[src/rtl/mpbo_pkg.sv]
// Package: payload structs, MD5 round constants and index helpers for the obfuscation block.
package mpbo_pkg;

	typedef struct packed {
		logic [7:0]  data_byte;
		logic        first_byte;
		logic        last_byte;
		logic [31:0] session_id;
		logic [7:0]  version_byte;
		logic [7:0]  sequence_number;
	} mpbo_in_t;

	typedef struct packed {
		logic [7:0] out_byte;
		logic       out_last;
	} mpbo_out_t;

	localparam logic [31:0] MD5_K [64] = '{
		32'hd76aa478, 32'he8c7b756, 32'h242070db, 32'hc1bdceee,
		32'hf57c0faf, 32'h4787c62a, 32'ha8304613, 32'hfd469501,
		32'h698098d8, 32'h8b44f7af, 32'hffff5bb1, 32'h895cd7be,
		32'h6b901122, 32'hfd987193, 32'ha679438e, 32'h49b40821,
		32'hf61e2562, 32'hc040b340, 32'h265e5a51, 32'he9b6c7aa,
		32'hd62f105d, 32'h02441453, 32'hd8a1e681, 32'he7d3fbc8,
		32'h21e1cde6, 32'hc33707d6, 32'hf4d50d87, 32'h455a14ed,
		32'ha9e3e905, 32'hfcefa3f8, 32'h676f02d9, 32'h8d2a4c8a,
		32'hfffa3942, 32'h8771f681, 32'h6d9d6122, 32'hfde5380c,
		32'ha4beea44, 32'h4bdecfa9, 32'hf6bb4b60, 32'hbebfbc70,
		32'h289b7ec6, 32'heaa127fa, 32'hd4ef3085, 32'h04881d05,
		32'hd9d4d039, 32'he6db99e5, 32'h1fa27cf8, 32'hc4ac5665,
		32'hf4292244, 32'h432aff97, 32'hab9423a7, 32'hfc93a039,
		32'h655b59c3, 32'h8f0ccc92, 32'hffeff47d, 32'h85845dd1,
		32'h6fa87e4f, 32'hfe2ce6e0, 32'ha3014314, 32'h4e0811a1,
		32'hf7537e82, 32'hbd3af235, 32'h2ad7d2bb, 32'heb86d391
	};

	localparam logic [31:0] MD5_IV [4] = '{
		32'h67452301, 32'hefcdab89, 32'h98badcfe, 32'h10325476
	};

	// Message word index used by a round.
	function automatic logic [3:0] md5_g(input logic [5:0] rnd);
		logic [3:0] i;
		logic [3:0] g;
		i = rnd[3:0];
		case (rnd[5:4])
			2'd0:    g = i;
			2'd1:    g = 4'((i << 2) + i + 4'd1);
			2'd2:    g = 4'((i << 1) + i + 4'd5);
			default: g = 4'((i << 3) - i);
		endcase
		return g;
	endfunction

	// Rotate amount used by a round.
	function automatic logic [4:0] md5_s(input logic [5:0] rnd);
		logic [4:0] s;
		case ({rnd[5:4], rnd[1:0]})
			4'd0:    s = 5'd7;
			4'd1:    s = 5'd12;
			4'd2:    s = 5'd17;
			4'd3:    s = 5'd22;
			4'd4:    s = 5'd5;
			4'd5:    s = 5'd9;
			4'd6:    s = 5'd14;
			4'd7:    s = 5'd20;
			4'd8:    s = 5'd4;
			4'd9:    s = 5'd11;
			4'd10:   s = 5'd16;
			4'd11:   s = 5'd23;
			4'd12:   s = 5'd6;
			4'd13:   s = 5'd10;
			4'd14:   s = 5'd15;
			default: s = 5'd21;
		endcase
		return s;
	endfunction

endpackage

[src/rtl/mpbo_round.sv]
// Shared MD5 round unit: one step of the compression function per use.
module mpbo_round (
	input  logic [31:0] a,
	input  logic [31:0] b,
	input  logic [31:0] c,
	input  logic [31:0] d,
	input  logic [31:0] km,
	input  logic [5:0]  rnd,
	output logic [31:0] b_next
);
	import mpbo_pkg::*;

	logic [31:0] f;
	logic [31:0] t;
	logic [63:0] rot_w;
	logic [4:0]  s;

	// Select the round function by quarter
	always_comb begin
		case (rnd[5:4])
			2'd0:    f = (b & c) | (~b & d);
			2'd1:    f = (d & b) | (~d & c);
			2'd2:    f = b ^ c ^ d;
			default: f = c ^ (b | ~d);
		endcase
	end

	// Add, rotate, add
	assign t      = f + a + km;
	assign s      = md5_s(rnd);
	assign rot_w  = {t, t} << s;
	assign b_next = b + rot_w[63:32];

endmodule

[src/rtl/md5_pad_body_obfuscator_unit.sv]
// Top level: MD5 pad stream obfuscation of packet body bytes, one byte per item.
//
// Usage:
//   Input items (in_data) carry one body byte plus first/last marks and the
//   header fields; the header is latched when first_byte is set, which also
//   restarts the pad chain. Each item gives one output item (out_data): the
//   byte XOR the current pad byte, and the last mark copied.
//   The key is loaded through cfg_we/cfg_index/cfg_wdata while idle:
//   index 0 is key_length, indexes 1..6 are key words 0..5.
// Processing:
//   A byte that needs no new pad goes through accept and emit.
//   A byte at pad position 0 (or with first_byte set) runs the shared MD5
//   round unit one round per cycle: accept, init, 64 rounds and finish per
//   block, then emit. The message spans two blocks when a long key is
//   combined with the chained pad.
//   in_stall is high while a byte is being worked on.
// Reset: arst_n clears key, held header, pad position and chain state.
// Output stall: the output register holds its item; one more input item may
//   be accepted and waits in its emit step until the register is free.
module md5_pad_body_obfuscator_unit #(
	parameter int MAX_KEY_BYTES = 48
) (
	input  logic                clk,
	input  logic                arst_n,
	input  logic                in_valid,
	output logic                in_stall,
	input  mpbo_pkg::mpbo_in_t  in_data,
	output logic                out_valid,
	input  logic                out_stall,
	output mpbo_pkg::mpbo_out_t out_data,
	input  logic                cfg_we,
	input  logic [2:0]          cfg_index,
	input  logic [63:0]         cfg_wdata
);
	import mpbo_pkg::*;

	localparam int KEY_WORDS = (MAX_KEY_BYTES + 7) / 8;
	localparam int KEY_BYTES = KEY_WORDS * 8;
	localparam int KB_W      = $clog2(KEY_BYTES);

	localparam logic [2:0] S_IDLE  = 3'd0;
	localparam logic [2:0] S_INIT  = 3'd1;
	localparam logic [2:0] S_ROUND = 3'd2;
	localparam logic [2:0] S_FIN   = 3'd3;
	localparam logic [2:0] S_EMIT  = 3'd4;

	logic [2:0]  st_q;
	logic [5:0]  key_length_q;
	logic [63:0] key_q [KEY_WORDS];
	logic [7:0]  key_b [KEY_BYTES];
	logic [31:0] held_session_q;
	logic [7:0]  held_version_q;
	logic [7:0]  held_sequence_q;
	logic [7:0]  pad_q [16];
	logic [3:0]  pos_q;
	logic        chained_q;
	logic [7:0]  data_q;
	logic        last_q;
	logic [31:0] h_q [4];
	logic [31:0] a_q, b_q, c_q, d_q;
	logic [31:0] km_q;
	logic [5:0]  rnd_q;
	logic        blk_q;
	logic        out_valid_q;
	mpbo_out_t   out_q;

	logic [5:0]  klen;
	logic [6:0]  msg_len;
	logic        two_blocks;
	logic [6:0]  lbase;
	logic        fblk;
	logic [5:0]  frnd;
	logic [3:0]  fg;
	logic [7:0]  mb [4];
	logic [31:0] mword;
	logic [31:0] km_next;
	logic [31:0] b_next;
	logic [31:0] hn [4];
	logic        accept;
	logic        emit_go;

	assign accept  = in_valid && (st_q == S_IDLE);
	assign emit_go = (st_q == S_EMIT) && (!out_valid_q || !out_stall);

	// Message layout from the key length and chain state
	assign klen       = (key_length_q > 6'(MAX_KEY_BYTES)) ? 6'(MAX_KEY_BYTES) : key_length_q;
	assign msg_len    = 7'd6 + {1'b0, klen} + (chained_q ? 7'd16 : 7'd0);
	assign two_blocks = (msg_len >= 7'd56);
	assign lbase      = two_blocks ? 7'd120 : 7'd56;

	// Flatten key bytes
	always_comb begin
		for (int k = 0; k < KEY_BYTES; k++) begin
			key_b[k] = key_q[k / 8][(k % 8) * 8 +: 8];
		end
	end

	// Pick which block and round the next message word is fetched for
	always_comb begin
		unique case (st_q)
			S_INIT:  begin fblk = 1'b0;  frnd = 6'd0; end
			S_FIN:   begin fblk = 1'b1;  frnd = 6'd0; end
			default: begin fblk = blk_q; frnd = 6'(rnd_q + 6'd1); end
		endcase
	end
	assign fg = md5_g(frnd);

	// Build the four message bytes of the fetched word
	always_comb begin
		logic [6:0] p;
		logic [6:0] kidx;
		logic [6:0] pidx;
		logic [6:0] kend;
		for (int j = 0; j < 4; j++) begin
			p    = {fblk, fg, 2'(j)};
			kidx = p - 7'd4;
			kend = 7'd4 + {1'b0, klen};
			pidx = p - kend - 7'd2;
			if (p < 7'd4) begin
				mb[j] = held_session_q[8 * (3 - j) +: 8];
			end else if (p < kend) begin
				mb[j] = key_b[kidx[KB_W-1:0]];
			end else if (p == kend) begin
				mb[j] = held_version_q;
			end else if (p == kend + 7'd1) begin
				mb[j] = held_sequence_q;
			end else if (chained_q && (p < kend + 7'd18)) begin
				mb[j] = pad_q[pidx[3:0]];
			end else if (p == msg_len) begin
				mb[j] = 8'h80;
			end else if (p == lbase) begin
				mb[j] = {msg_len[4:0], 3'b000};
			end else if (p == lbase + 7'd1) begin
				mb[j] = {6'b0, msg_len[6:5]};
			end else begin
				mb[j] = 8'h00;
			end
		end
	end
	assign mword   = {mb[3], mb[2], mb[1], mb[0]};
	assign km_next = MD5_K[frnd] + mword;

	mpbo_round u_round (
		.a      (a_q),
		.b      (b_q),
		.c      (c_q),
		.d      (d_q),
		.km     (km_q),
		.rnd    (rnd_q),
		.b_next (b_next)
	);

	// Chaining values after a block
	assign hn[0] = h_q[0] + a_q;
	assign hn[1] = h_q[1] + b_q;
	assign hn[2] = h_q[2] + c_q;
	assign hn[3] = h_q[3] + d_q;

	// Write configuration registers
	always_ff @(posedge clk or negedge arst_n) begin
		if (!arst_n) begin
			key_length_q <= 6'd0;
			for (int k = 0; k < KEY_WORDS; k++) key_q[k] <= 64'd0;
		end else if (cfg_we) begin
			if (cfg_index == 3'd0) key_length_q <= cfg_wdata[5:0];
			for (int k = 0; k < KEY_WORDS; k++) begin
				if (cfg_index == 3'(k + 1)) key_q[k] <= cfg_wdata;
			end
		end
	end

	// Sequence accept, hash rounds and emit
	always_ff @(posedge clk or negedge arst_n) begin
		if (!arst_n) begin
			st_q            <= S_IDLE;
			pos_q           <= 4'd0;
			chained_q       <= 1'b0;
			held_session_q  <= 32'd0;
			held_version_q  <= 8'd0;
			held_sequence_q <= 8'd0;
			rnd_q           <= 6'd0;
			blk_q           <= 1'b0;
		end else begin
			unique case (st_q)
				S_IDLE: begin
					if (accept) begin
						if (in_data.first_byte) begin
							held_session_q  <= in_data.session_id;
							held_version_q  <= in_data.version_byte;
							held_sequence_q <= in_data.sequence_number;
							chained_q       <= 1'b0;
							pos_q           <= 4'd0;
						end
						st_q <= (in_data.first_byte || pos_q == 4'd0) ? S_INIT : S_EMIT;
					end
				end
				S_INIT: begin
					rnd_q <= 6'd0;
					blk_q <= 1'b0;
					st_q  <= S_ROUND;
				end
				S_ROUND: begin
					rnd_q <= 6'(rnd_q + 6'd1);
					if (rnd_q == 6'd63) st_q <= S_FIN;
				end
				S_FIN: begin
					if (!blk_q && two_blocks) begin
						blk_q <= 1'b1;
						rnd_q <= 6'd0;
						st_q  <= S_ROUND;
					end else begin
						chained_q <= 1'b1;
						st_q      <= S_EMIT;
					end
				end
				S_EMIT: begin
					if (emit_go) begin
						pos_q <= 4'(pos_q + 4'd1);
						st_q  <= S_IDLE;
					end
				end
				default: st_q <= S_IDLE;
			endcase
		end
	end

	// Hold the working variables, pad and item byte
	always_ff @(posedge clk) begin
		if (accept) begin
			data_q <= in_data.data_byte;
			last_q <= in_data.last_byte;
		end
		case (st_q)
			S_INIT: begin
				for (int w = 0; w < 4; w++) h_q[w] <= MD5_IV[w];
				a_q  <= MD5_IV[0];
				b_q  <= MD5_IV[1];
				c_q  <= MD5_IV[2];
				d_q  <= MD5_IV[3];
				km_q <= km_next;
			end
			S_ROUND: begin
				a_q  <= d_q;
				b_q  <= b_next;
				c_q  <= b_q;
				d_q  <= c_q;
				km_q <= km_next;
			end
			S_FIN: begin
				for (int w = 0; w < 4; w++) h_q[w] <= hn[w];
				a_q  <= hn[0];
				b_q  <= hn[1];
				c_q  <= hn[2];
				d_q  <= hn[3];
				km_q <= km_next;
				if (blk_q || !two_blocks) begin
					for (int i = 0; i < 16; i++) pad_q[i] <= hn[i / 4][(i % 4) * 8 +: 8];
				end
			end
			default: ;
		endcase
	end

	// Drive the output register
	always_ff @(posedge clk or negedge arst_n) begin
		if (!arst_n) begin
			out_valid_q <= 1'b0;
		end else if (emit_go) begin
			out_valid_q <= 1'b1;
		end else if (!out_stall) begin
			out_valid_q <= 1'b0;
		end
	end

	always_ff @(posedge clk) begin
		if (emit_go) begin
			out_q.out_byte <= data_q ^ pad_q[pos_q];
			out_q.out_last <= last_q;
		end
	end

	assign in_stall  = (st_q != S_IDLE);
	assign out_valid = out_valid_q;
	assign out_data  = out_q;

	a_round_end: assert property (@(posedge clk) disable iff (!arst_n)
		(st_q == S_ROUND && rnd_q == 6'd63) |=> st_q == S_FIN)
		else $error("round counter did not end block");
	a_emit_load: assert property (@(posedge clk) disable iff (!arst_n)
		emit_go |=> (out_valid_q && st_q == S_IDLE))
		else $error("emit did not load output register");
	a_second_blk: assert property (@(posedge clk) disable iff (!arst_n)
		(blk_q && (st_q == S_ROUND || st_q == S_FIN)) |-> two_blocks)
		else $error("second block without long message");
	a_pad_ready: assert property (@(posedge clk) disable iff (!arst_n)
		st_q == S_EMIT |-> chained_q)
		else $error("emit without pad");

endmodule
[config.mk]
export PLATFORM = sky130hd
export DESIGN_NAME = md5_pad_body_obfuscator_unit
export DESIGN_NICKNAME = d
export VERILOG_FILES = /design/src/rtl/mpbo_pkg.sv /design/src/rtl/mpbo_round.sv /design/src/rtl/md5_pad_body_obfuscator_unit.sv
export SDC_FILE = /design/constraint.sdc
export NUM_CORES = 2
export LEC_CHECK = 0
export BUFFER_PORTS_ARGS = -buffer_cell sky130_fd_sc_hd__buf_2
export CAP_MARGIN = 20
export CORE_MARGIN = 4
export CORE_UTILIZATION = 40
export CTS_CLUSTER_DIAMETER = 100
export DETAILED_ROUTE_END_ITERATION = 6
export PLACE_DENSITY = 0.61
export SLEW_MARGIN = 15
export SYNTH_ARGS = -nofsm -noshare
export SYNTH_HDL_FRONTEND = slang
export SYNTH_HIERARCHICAL = 1
export SYNTH_SLANG_ARGS = --single-unit
[constraint.sdc]
create_clock -name clk -period 22.3 [get_ports clk]
set_clock_uncertainty 0.2 [all_clocks]
set_input_delay 3.345 -clock clk [delete_from_list [all_inputs] [get_ports clk]]
set_output_delay 3.345 -clock clk [all_outputs]
set_load 0.01 [all_outputs]
==> results.md <==
- Result of the run: complete, but fails checks
- Failing checks: design-rule violations
- Via count: roughly 48000
- EDFF count, synth: 434
- Unique masters post-synth: 110
- Fin. Hold Viols: 0
- Post-synth top area cell: edfxtp_1
- Hold Path Stages: 0
- Worst-path clk slew: 0.06 ns
- Endpoints failing setup: 0
- Core area: between 150000 and 200000 um^2
- Worst-path fanout max: 23
- Sum Neg Setup Slack: 0 ns
- Max_slew headroom: a little over a fifth
- Post-route cell area: 67700 um^2
- Routed length per instance: around 28 um
- Rows: about 140
- Post-detail-place hpwl: around 160 mm
- Crit path capture type: register
- CP bufs+invs: 3
- Synth area leaders: edfxtp_1, dfrtp_1, mux4_2, mux2_2, ha_1
- DIE WIDTH: about 400 um
- Yosys warning count: 6
- CTS tree: yes
- Area Growth Syn to Fin: 9.84%
- Die area: approximately 160000 um^2
- CP required: approximately 23 ns
- Async S/R FF share, synth: between 50% and 60%
- Routing usage on met1: a little under two fifths
- Grt met2 use: between 30% and 40%
- Root buffer cell: clkbuf_16
- Synth Area per Inst: between 10 and 15 um^2
- CTS Buffer Depth: 3
- Post-route clock period utilization: 46.8%
- CP startpoint kind: register
- Residual DRC: 8
- Worst-margin pin slew: 1.16 ns
- Clock Sinks: around 900
- CTS H-tree depth: 3
- Largest net degree at the start of global routing: about 170
- CP max stage delay: 0.79 ns
- Max Cap Violations: 0
- Final Slew Violations: 0
- All-Layer GR Usage: between 20% and 30%
- Post-synth top cells: mux2_2, dfrtp_1, edfxtp_1
- Final WL: approximately 210 mm
- Gr busiest metal: met2
- DIE HEIGHT: 400 um
- Cells after Synth: between 5000 and 6000
- CP delay by family, top: compound AO/OA/AOI/OAI gates
- Min-Delay Endpoint: out_data[0]$_DFFE_PP_
- Total Nets Final: 5930
- Hold-fix buffers, CTS: 0
- Share of post-route cells with drive strength above 1: a little over a fifth
- TritonCTS buffer count: 94
- Hold wc startpoint: last_q$_DFFE_PP_
- Synth top area share: between 20% and 30%
- I/O Buffers: 140
- Syn nets: approximately 5900
- Vias in the first global route: around 46000
- # IOs: between 100 and 150
- Count leader, synth: mux2_2
- Grt met3 use: 4.87%
- Post-route ant nets: 0
- Post-Syn Area: 61600 um^2
- Register bit total from synthesis: roughly 890
- 1st-iter DRT viols: approximately 6200
- # Post-CTS Setup Buffers: 0
- Tmin final: between 10 and 15 ns
- RSZ-0062 raised after global routing: no
- Initial antenna violation count: 20
- Worst-skew pair later-pin latency: around 0.72 ns
- Post-placement cell area: 64400 um^2
- First-pass GRT wire length: around 310 mm
- R2R Path End: km_q[20]$_DFFE_PP_
- Vias/cell: ~6.3
- Drt first pass iters: 7
- Post-cts resize count: 0
- CP dominant cell by count: ha_1
- Slowest cell on crit path: ha_1
- Worst R2R Start: rnd_q[1]$_DFFE_PN0P_
- Arr. time, crit path: 10.71 ns
- Initial Utilization: 40.4%
- Sequential share of the synthesized area: between 30% and 40%
- GPL Wtd Cong: around 0.96
- Reg2Reg Depth: 33
- Hold crit path type: reg -> reg
- Highest clock rate: between 90 and 100 MHz
- Total global routing overflow: 0
- Reg2reg setup slack: 11.86 ns
- Top FF cell, synth: dfrtp_1
- Setup CP Type: reg -> reg
stage by stage:
stage	utilization (%)	instances	hold slack (ns)	worst slack, ns
after floorplan	-	5481	0.200	13.60
after global placement	42.3	7417	0.208	12.12
after detailed placement	42.3	7418	0.215	11.94
after CTS	44.3	7591	0.230	11.90
after global routing	44.4	7594	0.254	11.15
final	44.4	7603	0.231	11.86
cell usage in the layout, fill, tap and decap left out, types with 67 or more instances in the layout:
cell	n
a21o_1	196
xnor2_1	168
nor2_1	287
buf_2	139
and2_1	67
mux2_2	469
nand2_1	282
nand2b_1	77
edfxtp_1	434
a21oi_1	362
a31oi_1	109
buf_4	89
clkbuf_16	96
nand3_1	99
mux4_2	254
dfrtp_1	451
o21a_1	101
o21ai_0	256
mux2i_1	216
ha_1	273
inv_1	136
xor2_1	108
layout make-up:
type | count | area, um^2
sequential | 888 | 24400
inverter | 143 | 544
timing repair buffer | 234 | 1470
fill | 14215 | 84800
clock inverter | 45 | 563
multi-input combinational | 4124 | 35500
tap | 2030 | 2540
antenna | 11 | 27.5
clock buffer | 128 | 2600
metal layers:
metal / routed length, um / vias to the layer above
li1: - / 20906
met1: 91100 / 24338
met4: 10200 / 12
met2: 93300 / 2489
met3: 20100 / 392
met5: 215 / -
worst max path at each step:
stage | start | endpoint | slack, ns | cells after the start
after floorplan | rnd_q[1]$_DFFE_PN0P_ | km_q[20]$_DFFE_PP_ | 13.60 | 36
after global placement | rnd_q[1]$_DFFE_PN0P_ | km_q[30]$_DFFE_PP_ | 12.12 | 30
after detailed placement | rnd_q[1]$_DFFE_PN0P_ | km_q[30]$_DFFE_PP_ | 11.94 | 30
after CTS | rnd_q[1]$_DFFE_PN0P_ | km_q[30]$_DFFE_PP_ | 11.90 | 30
after global routing | rnd_q[1]$_DFFE_PN0P_ | km_q[30]$_DFFE_PP_ | 11.15 | 30
final | rnd_q[1]$_DFFE_PN0P_ | km_q[20]$_DFFE_PP_ | 11.86 | 33
worst reg2reg max path: cells and delay by family, from the launching register on:
kind / cells / cell delay [ns]
simple gates: 5 / 1.31
buf+inv: 3 / 0.95
xor+xnor: 3 / 0.55
compound gates: 17 / 4.18
fa+ha+maj: 5 / 2.36
flops: 1 / 0.63
cell families after synthesis:
family | Yosys count | synth area share [%]
AOI/OAI and AO/OA | 1478 | 15.9
xor gates and xnor gates | 293 | 4.36
adders and majority gates | 334 | 7.21
buffers and inverters | 469 | 3.06
DFF | 888 | 39.6
muxes | 939 | 21.4
and+or+nand+nor | 1080 | 8.54
registers in the layout, indices dropped and copies added, names as in the netlist, 4 cells and up:
signal / count
a_q: 32
data_q: 8
held_version_q: 8
rnd_q: 6
c_q: 32
h_q: 128
km_q: 32
d_q: 32
held_sequence_q: 8
pos_q: 4
held_session_q: 32
b_q: 32
key_b: 384
out_data: 9
pad_q: 128
key_length_q: 6
Power is left out: the tool's default activity adds up to more than one toggle a clock period on the data nets, which glitch-free logic cannot reach.
